===== src/design/por_ram.sv =====
`timescale 1ns / 1ps
`default_nettype none

// simple dual-port RAM, one write and one registered read per cycle
module por_ram #(
  parameter int WIDTH = 8,
  parameter int DEPTH = 16
) (
  input  logic                     clk,
  input  logic                     we,
  input  logic [$clog2(DEPTH)-1:0] waddr,
  input  logic [WIDTH-1:0]         wdata,
  input  logic                     re,
  input  logic [$clog2(DEPTH)-1:0] raddr,
  output logic [WIDTH-1:0]         rdata
);

  logic [WIDTH-1:0] mem [DEPTH];

  always_ff @(posedge clk) begin
    if (we) begin
      mem[waddr] <= wdata;
    end
    if (re) begin
      rdata <= mem[raddr];
    end
  end

endmodule

`default_nettype wire


===== config.mk =====
export PLATFORM = sky130hd
export DESIGN_NAME = por_ram
export DESIGN_NICKNAME = d
export VERILOG_FILES = /design/src/design/por_ram.sv
export SDC_FILE = /design/constraint.sdc
export NUM_CORES = 1
export LEC_CHECK = 0
export ABC_CLOCK_PERIOD_IN_PS = 1880
export BUFFER_PORTS_ARGS = -buffer_cell sky130_fd_sc_hd__buf_2
export CAP_MARGIN = 20
export CORE_UTILIZATION = 35
export DETAILED_ROUTE_END_ITERATION = 8
export PLACE_DENSITY = 0.57
export RECOVER_POWER = 50
export SLEW_MARGIN = 20
export SYNTH_ARGS = -nofsm -noshare
export SYNTH_HDL_FRONTEND = slang
export SYNTH_SLANG_ARGS = --single-unit
export TNS_END_PERCENT = 50

===== constraint.sdc =====
create_clock -name clk -period 1.88 [get_ports clk]
set_input_delay 0.47 -clock clk [delete_from_list [all_inputs] [get_ports clk]]
set_output_delay 0.47 -clock clk [all_outputs]
set_load 0.02 [all_outputs]

==> summary.md <==
| Metric | Value |
|---|---|
| Hold crit path type | primary input to flip-flop |
| Max frequency | 604 MHz |
| Synth-to-Final Area Change | 21.4% |
| Clock network fraction of total power | 48.2% |
| Slew headroom | 46.9% |
| Post-CTS Hold Buffers | 0 |
| Largest fanout on the critical path | 20 |
| Post-route clock skew | 16.0 ps |
| CP Class | primary input to flip-flop |
| Flops & latches, synth | 136 |
| Row cnt | 44 |
| Antenna violations before repair | 0 |
| PortBufs | 26 |
| CP required | 2020 ps |
| EDFF count, synth | 136 |
| Synth warn | 0 |
| PwrDens | 1150 nW/um^2 |
| Leak | 2.12 nW |
| IO Count | 27 |
| CTS buffer count | 17 |
| Fin crit period | 1660 ps |
| Final wirelength | 10500 um |
| Fin. max-slew vios | 0 |
| Switch share | 19.2% |
| Status | finished, final reports clean |
| First-pass GRT wire length | 16100 um |
| Remaining global-route overflow | 0 |
| Clock transition at path regs | 60 ps |
| CTS tree | built |
| Placed Area | 5730 um^2 |
| Seq/Total Area, Yosys | 78.1% |
| Drt pass-1 iters | 4 |
| Crit start category | primary input |
| Core Area | 14500 um^2 |
| Period Utilization, post-route | 88.1% |
| DRC violations left | 0 |
| Via count | 2470 |
| Avg Vias per Cell | 5.06 |
| Largest net degree at the start of global routing | 25 |
| Post-route cell area | 6350 um^2 |
| Final-layout fill cell count | 1270 |
| Slew @ Worst Pin | 794 ps |
| Post-Route Utilization | 43.7% |
| CP Capture Type | flip-flop |
| Initial Util | 36.0% |
| Ys flop type | edfxtp_1 |
| GPL Wtd Cong | 0.802 |
| Sw power | 1.40 mW |
| HPWL Detailed | 6730 um |
| Sequential power share | 47.1% |
| Hold Worst Slack | 532 ps |
| Combinational group share of total power | 4.7% |
| Diodes inserted | 0 |
| Clock Sinks | 136 |
| Cts repair resizes | 0 |
| Register area | 4080 um^2 |
| H-tree Lvls | 4 |
| Die Wd | 124 um |
| Pwr Total | 7.29 mW |
| Final Hold Viols | 0 |
| Final ANT Viol Nets | 0 |
| Total of max-cap violations | 0 |
| Root Driver | clkbuf_16 |
| WL/cell | 21.4 um |
| P_int | 5.89 mW |
| Post-Syn Area per Cell | 22.8 um^2 |
| CTS max path bufs | 2 |
| Iter 0 DRT Violations | 167 |
| Nets | 310 |
| Layout cell share with drive strength beyond 1 | 29.6% |
| Netlist Area Pre-Place | 5230 um^2 |
| Setup bufs post-CTS | 0 |
| Area of the multi-input gates | 1060 um^2 |
| Mapped Cells | 229 |
| Mapped Nets | 248 |
| Endpoints failing setup | 0 |
| Synth cell types | 18 |
| DIE AREA | 15400 um^2 |
| Arr. time, crit path | 1800 ps |
| Worst-Skew Late Latency | 410 ps |
| Die outline height | 124 um |
| RSZ-0062 raised after global routing | no |
| Tot GR Track Use | 14.7% |
| Peak supply drop | 0.623 mV |
| Asr flop ratio synth | 0% |
| Vias in the first global route | 2656 |
through the flow:
stage	worst slack, ps	TNS [ps]	cells
after global placement	-187	-1170	456
after global routing	153	0	488
after detailed placement	-190	-1230	456
after floorplan	128	0	229
after CTS	237	0	488
final	224	0	488
per-layer routing:
layer	up-vias	wire length (um)	part of all wire [%]	global-route usage [%]
li1	1105	-	-	-
met1	1288	4810	46	20.3
met2	73	5050	48	22.5
met3	4	556	5.3	4.18
met4	0	36	0.34	4.54
met5	-	0	0	0
cell usage after synthesis, types with 2 or more instances:
master           count  area share, %
mux4_1              14            7.0
a22oi_1             16            2.3
clkdlybuf4s25_2      3           0.57
nor3_1               4           0.38
nand2_1              9           0.65
buf_2                3           0.29
nand3b_1             2           0.29
edfxtp_1           136             78
nand2b_1             2           0.24
mux4_2              18            7.8
buf_6                3           0.65
nor2_1              13           0.93
sequential cells by signal, indices dropped and copies added (netlist names):
signal / flops
rdata: 8
mem: 128
layout by cell type, fill, tap and decap left out, types with 2 or more instances in the layout:
cell type | Yosys | final
edfxtp_1 | 136 | 136
buf_4 | 1 | 23
mux4_2 | 18 | 18
clkbuf_16 | 0 | 17
a22oi_1 | 16 | 16
buf_2 | 3 | 16
mux4_1 | 14 | 14
nor2_1 | 13 | 13
clkbuf_1 | 0 | 13
nand2_1 | 9 | 9
clkinvlp_4 | 0 | 5
bufinv_16 | 0 | 5
nor3_1 | 4 | 3
nand3b_1 | 2 | 2
nand2b_1 | 2 | 2
clkinv_1 | 0 | 2
clkinv_2 | 0 | 2
buf_12 | 0 | 2
cell families after synthesis:
family	after synthesis	synth area share [%]
buffers and inverters	10	1.65
muxes	32	14.8
AOI/OAI and AO/OA	16	2.30
DFF	136	78.1
and+or+nand+nor	35	3.14
area by class of cell:
cell class	count	area share (%)
Sequential cell	136	64.3
Multi-Input combinational cell	83	16.7
Clock inverter	14	3.23
Tap cell	184	3.63
Clock buffer	18	6.76
Timing Repair Buffer	53	5.32
path summary, 6_finish.rpt:
path              from       end  slack (ps)  depth (start not counted)
max           raddr[0]  rdata[3]         220                          5
min                 re  rdata[4]         530                          1
max reg2reg  mem[6][3]  rdata[3]         320                          3
min reg2reg  mem[8][2]  rdata[2]         740                          3
critical path, cell delays in order:
cell,delay [ps]
buf_2,120
buf_12,190
mux4_1,560
a22oi_1,340
nand2_1,100
power groups by stage:
| stage | sequential [mW] | combinational, mW | clock (mW) |
|---|---|---|---|
| 2_1_floorplan | 3.51 | 0.173 | 0 |
| 3_3_place_gp | 3.49 | 0.344 | 0 |
| 3_5_place_dp | 3.50 | 0.350 | 0 |
| 4_1_cts | 3.44 | 0.351 | 3.58 |
| 5_1_grt | 3.44 | 0.369 | 3.70 |
| 6_report | 3.44 | 0.342 | 3.52 |
(Power assumes the default switching activity.)
