### src/design/por_pkg.sv
`timescale 1ns / 1ps
`default_nettype none

package por_pkg;

  // tree and stash geometry
  localparam int TREE_LEVELS   = 10;
  localparam int BUCKET_SLOTS  = 4;
  localparam int STASH_ENTRIES = 256;
  localparam int BLOCK_BYTES   = 64;

  localparam int WORDS       = BLOCK_BYTES / 8;
  localparam int FIELD_WORDS = 8;
  localparam int NUM_NODES   = (2 << TREE_LEVELS) - 1;

  localparam int LEAF_W  = TREE_LEVELS;
  localparam int NODE_W  = TREE_LEVELS + 1;
  localparam int ID_W    = 11;
  localparam int TAG_W   = ID_W + 1;
  localparam int ROW_W   = BUCKET_SLOTS * TAG_W;
  localparam int LVL_W   = $clog2(TREE_LEVELS + 2);
  localparam int STASH_W = $clog2(STASH_ENTRIES);
  localparam int SCAN_W  = $clog2(STASH_ENTRIES + 1);
  localparam int SLOT_W  = (BUCKET_SLOTS > 1) ? $clog2(BUCKET_SLOTS) : 1;
  localparam int CNT_W   = $clog2(BUCKET_SLOTS + 1);
  localparam int WD_W    = (WORDS > 1) ? $clog2(WORDS) : 1;
  localparam int NEED_W  = $clog2(BUCKET_SLOTS * (TREE_LEVELS + 1) + 2);
  localparam int CMP_W   = 16;

  localparam int BW_DEPTH = NUM_NODES * BUCKET_SLOTS * WORDS;
  localparam int BW_AW    = $clog2(BW_DEPTH);
  localparam int SW_DEPTH = STASH_ENTRIES * WORDS;
  localparam int SW_AW    = $clog2(SW_DEPTH);

  // request and result payloads
  typedef struct packed {
    logic        func;
    logic [10:0] block_id;
    logic [9:0]  new_leaf;
    logic [63:0] wdata_0;
    logic [63:0] wdata_1;
    logic [63:0] wdata_2;
    logic [63:0] wdata_3;
    logic [63:0] wdata_4;
    logic [63:0] wdata_5;
    logic [63:0] wdata_6;
    logic [63:0] wdata_7;
  } req_t;

  typedef struct packed {
    logic [63:0] rdata_0;
    logic [63:0] rdata_1;
    logic [63:0] rdata_2;
    logic [63:0] rdata_3;
    logic [63:0] rdata_4;
    logic [63:0] rdata_5;
    logic [63:0] rdata_6;
    logic [63:0] rdata_7;
    logic        stash_full;
  } rsp_t;

endpackage

`default_nettype wire

### src/design/por_path_unit.sv
`timescale 1ns / 1ps
`default_nettype none

// node on the path of x at a level, and whether leaf shares that node
module por_path_unit (
  input  logic [por_pkg::LEAF_W-1:0] x,
  input  logic [por_pkg::LEAF_W-1:0] leaf,
  input  logic [por_pkg::LVL_W-1:0]  lvl,
  output logic [por_pkg::NODE_W-1:0] node,
  output logic                       hit
);
  import por_pkg::*;

  logic [LVL_W-1:0] sh;

  assign sh   = LVL_W'(TREE_LEVELS) - lvl;
  assign node = NODE_W'(x >> sh) + (NODE_W'(1) << lvl) - NODE_W'(1);
  assign hit  = (leaf >> sh) == (x >> sh);

endmodule

`default_nettype wire

### config.mk
export PLATFORM = sky130hd
export DESIGN_NAME = por_path_unit
export DESIGN_NICKNAME = d
export VERILOG_FILES = /design/src/design/por_pkg.sv /design/src/design/por_path_unit.sv
export SDC_FILE = /design/constraint.sdc
export NUM_CORES = 1
export LEC_CHECK = 0
export ABC_CLOCK_PERIOD_IN_PS = 8560
export BUFFER_PORTS_ARGS = -buffer_cell sky130_fd_sc_hd__buf_2
export CAP_MARGIN = 20
export CORE_MARGIN = 2
export CORE_UTILIZATION = 62
export DETAILED_ROUTE_END_ITERATION = 7
export MAX_ROUTING_LAYER = met4
export PLACE_DENSITY = 0.95
export SETUP_SLACK_MARGIN = 0.5
export SYNTH_ARGS = -nofsm -noshare
export SYNTH_HDL_FRONTEND = slang
export SYNTH_SLANG_ARGS = --single-unit
### constraint.sdc
create_clock -name vclk -period 8.56
set_clock_uncertainty 0.15 [all_clocks]
set_input_delay 0.428 -clock vclk [all_inputs]
set_output_delay 0.428 -clock vclk [all_outputs]
set_load 0.01 [all_outputs]
==> run metrics <==
Die Span Y=52.7 um; All-Layer GR Usage=0.264; Rows=17; PnR worst setup slack=roughly 3.2 ns; pwr/cell area=121 nW/um^2; wire per inst=13.2 um; die footprint=2780 um^2; sequential share of power=0; CP Data Required Time=~8.0 ns; Leak Pwr=0.763 nW; routed wire length=around 3.2 mm; period utilization=0.627; Initial Utilization=0.659; layout cells sized above 1=0.255; cts-stage hold buffer count=0; antenna violations before repair=0; Yosys cell types=39; area grow syn2layout=10.3%; first-pass GRT wire length=5.55 mm; GPL Wtd Cong=0.999; Place WS=3.16 ns; antenna viol nets, final=0; Syn Inst Count=188; CP Capture Type=output pin; Syn Nets=about 240; worst setup path class=primary input to output pin; Synth Cell Area=1470 um^2; Hold Vio Cnt, Final=0; sequential-to-total area share from yosys stat=0; Max Cap Violations=0; fillcell total=170; combinational cell fraction of total power=1.000; Setup crit start kind=primary input; post-layout net count=267; grt total ovfl=0; Internal Pwr Total=91.7 uW; P_sw=between 100 and 150 uW; Storage cell area=0 um^2; DIE WIDTH=52.7 um; Crit Path Max Fanout=29; Min Clock Period, post-route=between 5 and 6 ns; cells resized by post-CTS repair=0; number of global-route vias before repair=1,278; Core Footprint=2230 um^2; critical path data arrival time=4.79 ns; IO buf count=36; Seq Cell Count=0; Synth Area per Inst=7.83 um^2; routed vias/inst=5.77; Slew @ Worst Pin=between 0.8 and 0.9 ns; layout clock buffer count=0; yosys synthesis warning count=0; Iter 0 DRT Violations=45; status=complete, no violations; DRC violations left=0; largest net degree at the start of global routing=30; switching power share of the total=0.533; setup TNS=0 ns; Achievable Freq=186 MHz; Setup Fix Bufs, Post-CTS=0; Clk pwr share=0; VDD IR max=~0.084 mV; Final setup viols=0; drt pass-1 iters=4; Inserted Diodes=0; RSZ-0062 raised after global routing=false; number of slew-limit violations in the final report=0; Hold/Removal Path Class=primary input to output pin; relative slew slack=0.400; number of I/O pins=36; Via Count=~1.4k; DP Wirelength=between 2 and 3 mm
==> layout make-up <==
type | count | area (um^2) | share of cell area
Inverter | 24 | 90.1 | 0.0555
Multi-Input combinational cell | 156 | 1320 | 0.812
Tap cell | 28 | 35.0 | 0.0216
Timing Repair Buffer | 36 | 180 | 0.111
==> power groups by stage <==
stage               Combinational, mW  Clock [mW]  Sequential [mW]
floorplan                       0.144           0                0
global placement                0.189           0                0
detailed placement              0.196           0                0
CTS                             0.197           0                0
global route                    0.221           0                0
finish                          0.196           0                0
==> worst max-delay path, cell delays in order <==
cell and delay, ns:
buf_2 0.49, inv_2 0.14, ha_1 0.92, nor2b_1 0.31, nand2_1 0.12, o311a_4 0.33, ha_1 0.29, inv_1 0.06
ha_1 0.16, inv_1 0.06, fa_1 0.41, nor2b_1 0.12, o21ai_0 0.10, a21boi_0 0.24, o21ai_0 0.14, a21oi_1 0.19
xor2_1 0.15, buf_2 0.14
==> routing by layer <==
layer  GRT usage  share of wire  vias up
met5           -              0        -
met4      0.0214         0.0077        0
met3     0.00857          0.070        4
met2       0.469           0.51       67
met1       0.347           0.41      622
li1            -              -      714
==> placed cells by master, fill, tap and decap left out, drive strengths merged, types with 2 or more instances in the layout <==
| cell | Yosys | routed |
|---|---|---|
| ha | 24 | 24 |
| nand2 | 31 | 31 |
| o211ai | 2 | 2 |
| xnor2 | 16 | 16 |
| buf | 8 | 36 |
| inv | 24 | 24 |
| mux4 | 10 | 10 |
| a211oi | 3 | 3 |
| a21oi | 10 | 10 |
| xor2 | 6 | 6 |
| nor2b | 8 | 8 |
| nand3 | 9 | 9 |
| nor3 | 2 | 2 |
| mux2i | 3 | 3 |
| mux2 | 2 | 2 |
| o21ai | 9 | 9 |
| nor2 | 8 | 8 |
==> through the flow <==
stage	hold slack (ns)	area [um^2]	total power [mW]	cells	utilization
2_1_floorplan	0.971	1470	0.144	188	-
3_3_place_gp	1.29	1620	0.189	244	0.727
3_5_place_dp	1.30	1620	0.196	244	0.727
4_1_cts	1.31	1620	0.197	244	0.727
5_1_grt	1.37	1620	0.221	244	0.727
6_report	1.31	1620	0.196	244	0.727
==> synthesized netlist by cell type, drive strengths merged <==
library cell | count | share of area
o311a | 1 | 0.014
a21oi | 10 | 0.037
fa | 1 | 0.014
buf | 8 | 0.043
a41oi | 1 | 0.0060
nand2 | 31 | 0.079
nand3 | 9 | 0.034
mux2 | 2 | 0.015
nor3 | 2 | 0.0068
or2 | 1 | 0.0043
nor2 | 8 | 0.020
a31oi | 1 | 0.0043
inv | 24 | 0.061
a31o | 1 | 0.0060
a311oi | 1 | 0.0060
xnor2 | 16 | 0.10
a211oi | 3 | 0.015
xor2 | 6 | 0.048
a21o | 1 | 0.0051
o211ai | 2 | 0.010
a41o | 1 | 0.0068
nand4 | 1 | 0.0043
nor3b | 1 | 0.0051
o31a | 1 | 0.0060
mux2i | 3 | 0.020
mux4 | 10 | 0.15
o21ai | 9 | 0.031
ha | 24 | 0.20
a21boi | 1 | 0.0051
nor2b | 8 | 0.034
==> logic make-up (layout without fill, tap and decap cells) <==
group	after synthesis	count (layout)	synth area share
mux	15	15	0.189
fa+ha+maj	25	25	0.218
buf+inv	32	60	0.105
compound gates	33	33	0.152
xor+xnor	22	22	0.149
simple gates	61	61	0.188
==> path summary, 6_finish.rpt <==
| check | from | endpoint | slack [ns] | cells past startpoint |
|---|---|---|---|---|
| hold / removal | leaf[9] | hit | 1.31 | 6 |
| setup / recovery | lvl[0] | node[9] | 3.19 | 18 |
No activity file was read; power rests on OpenSTA's default activity.
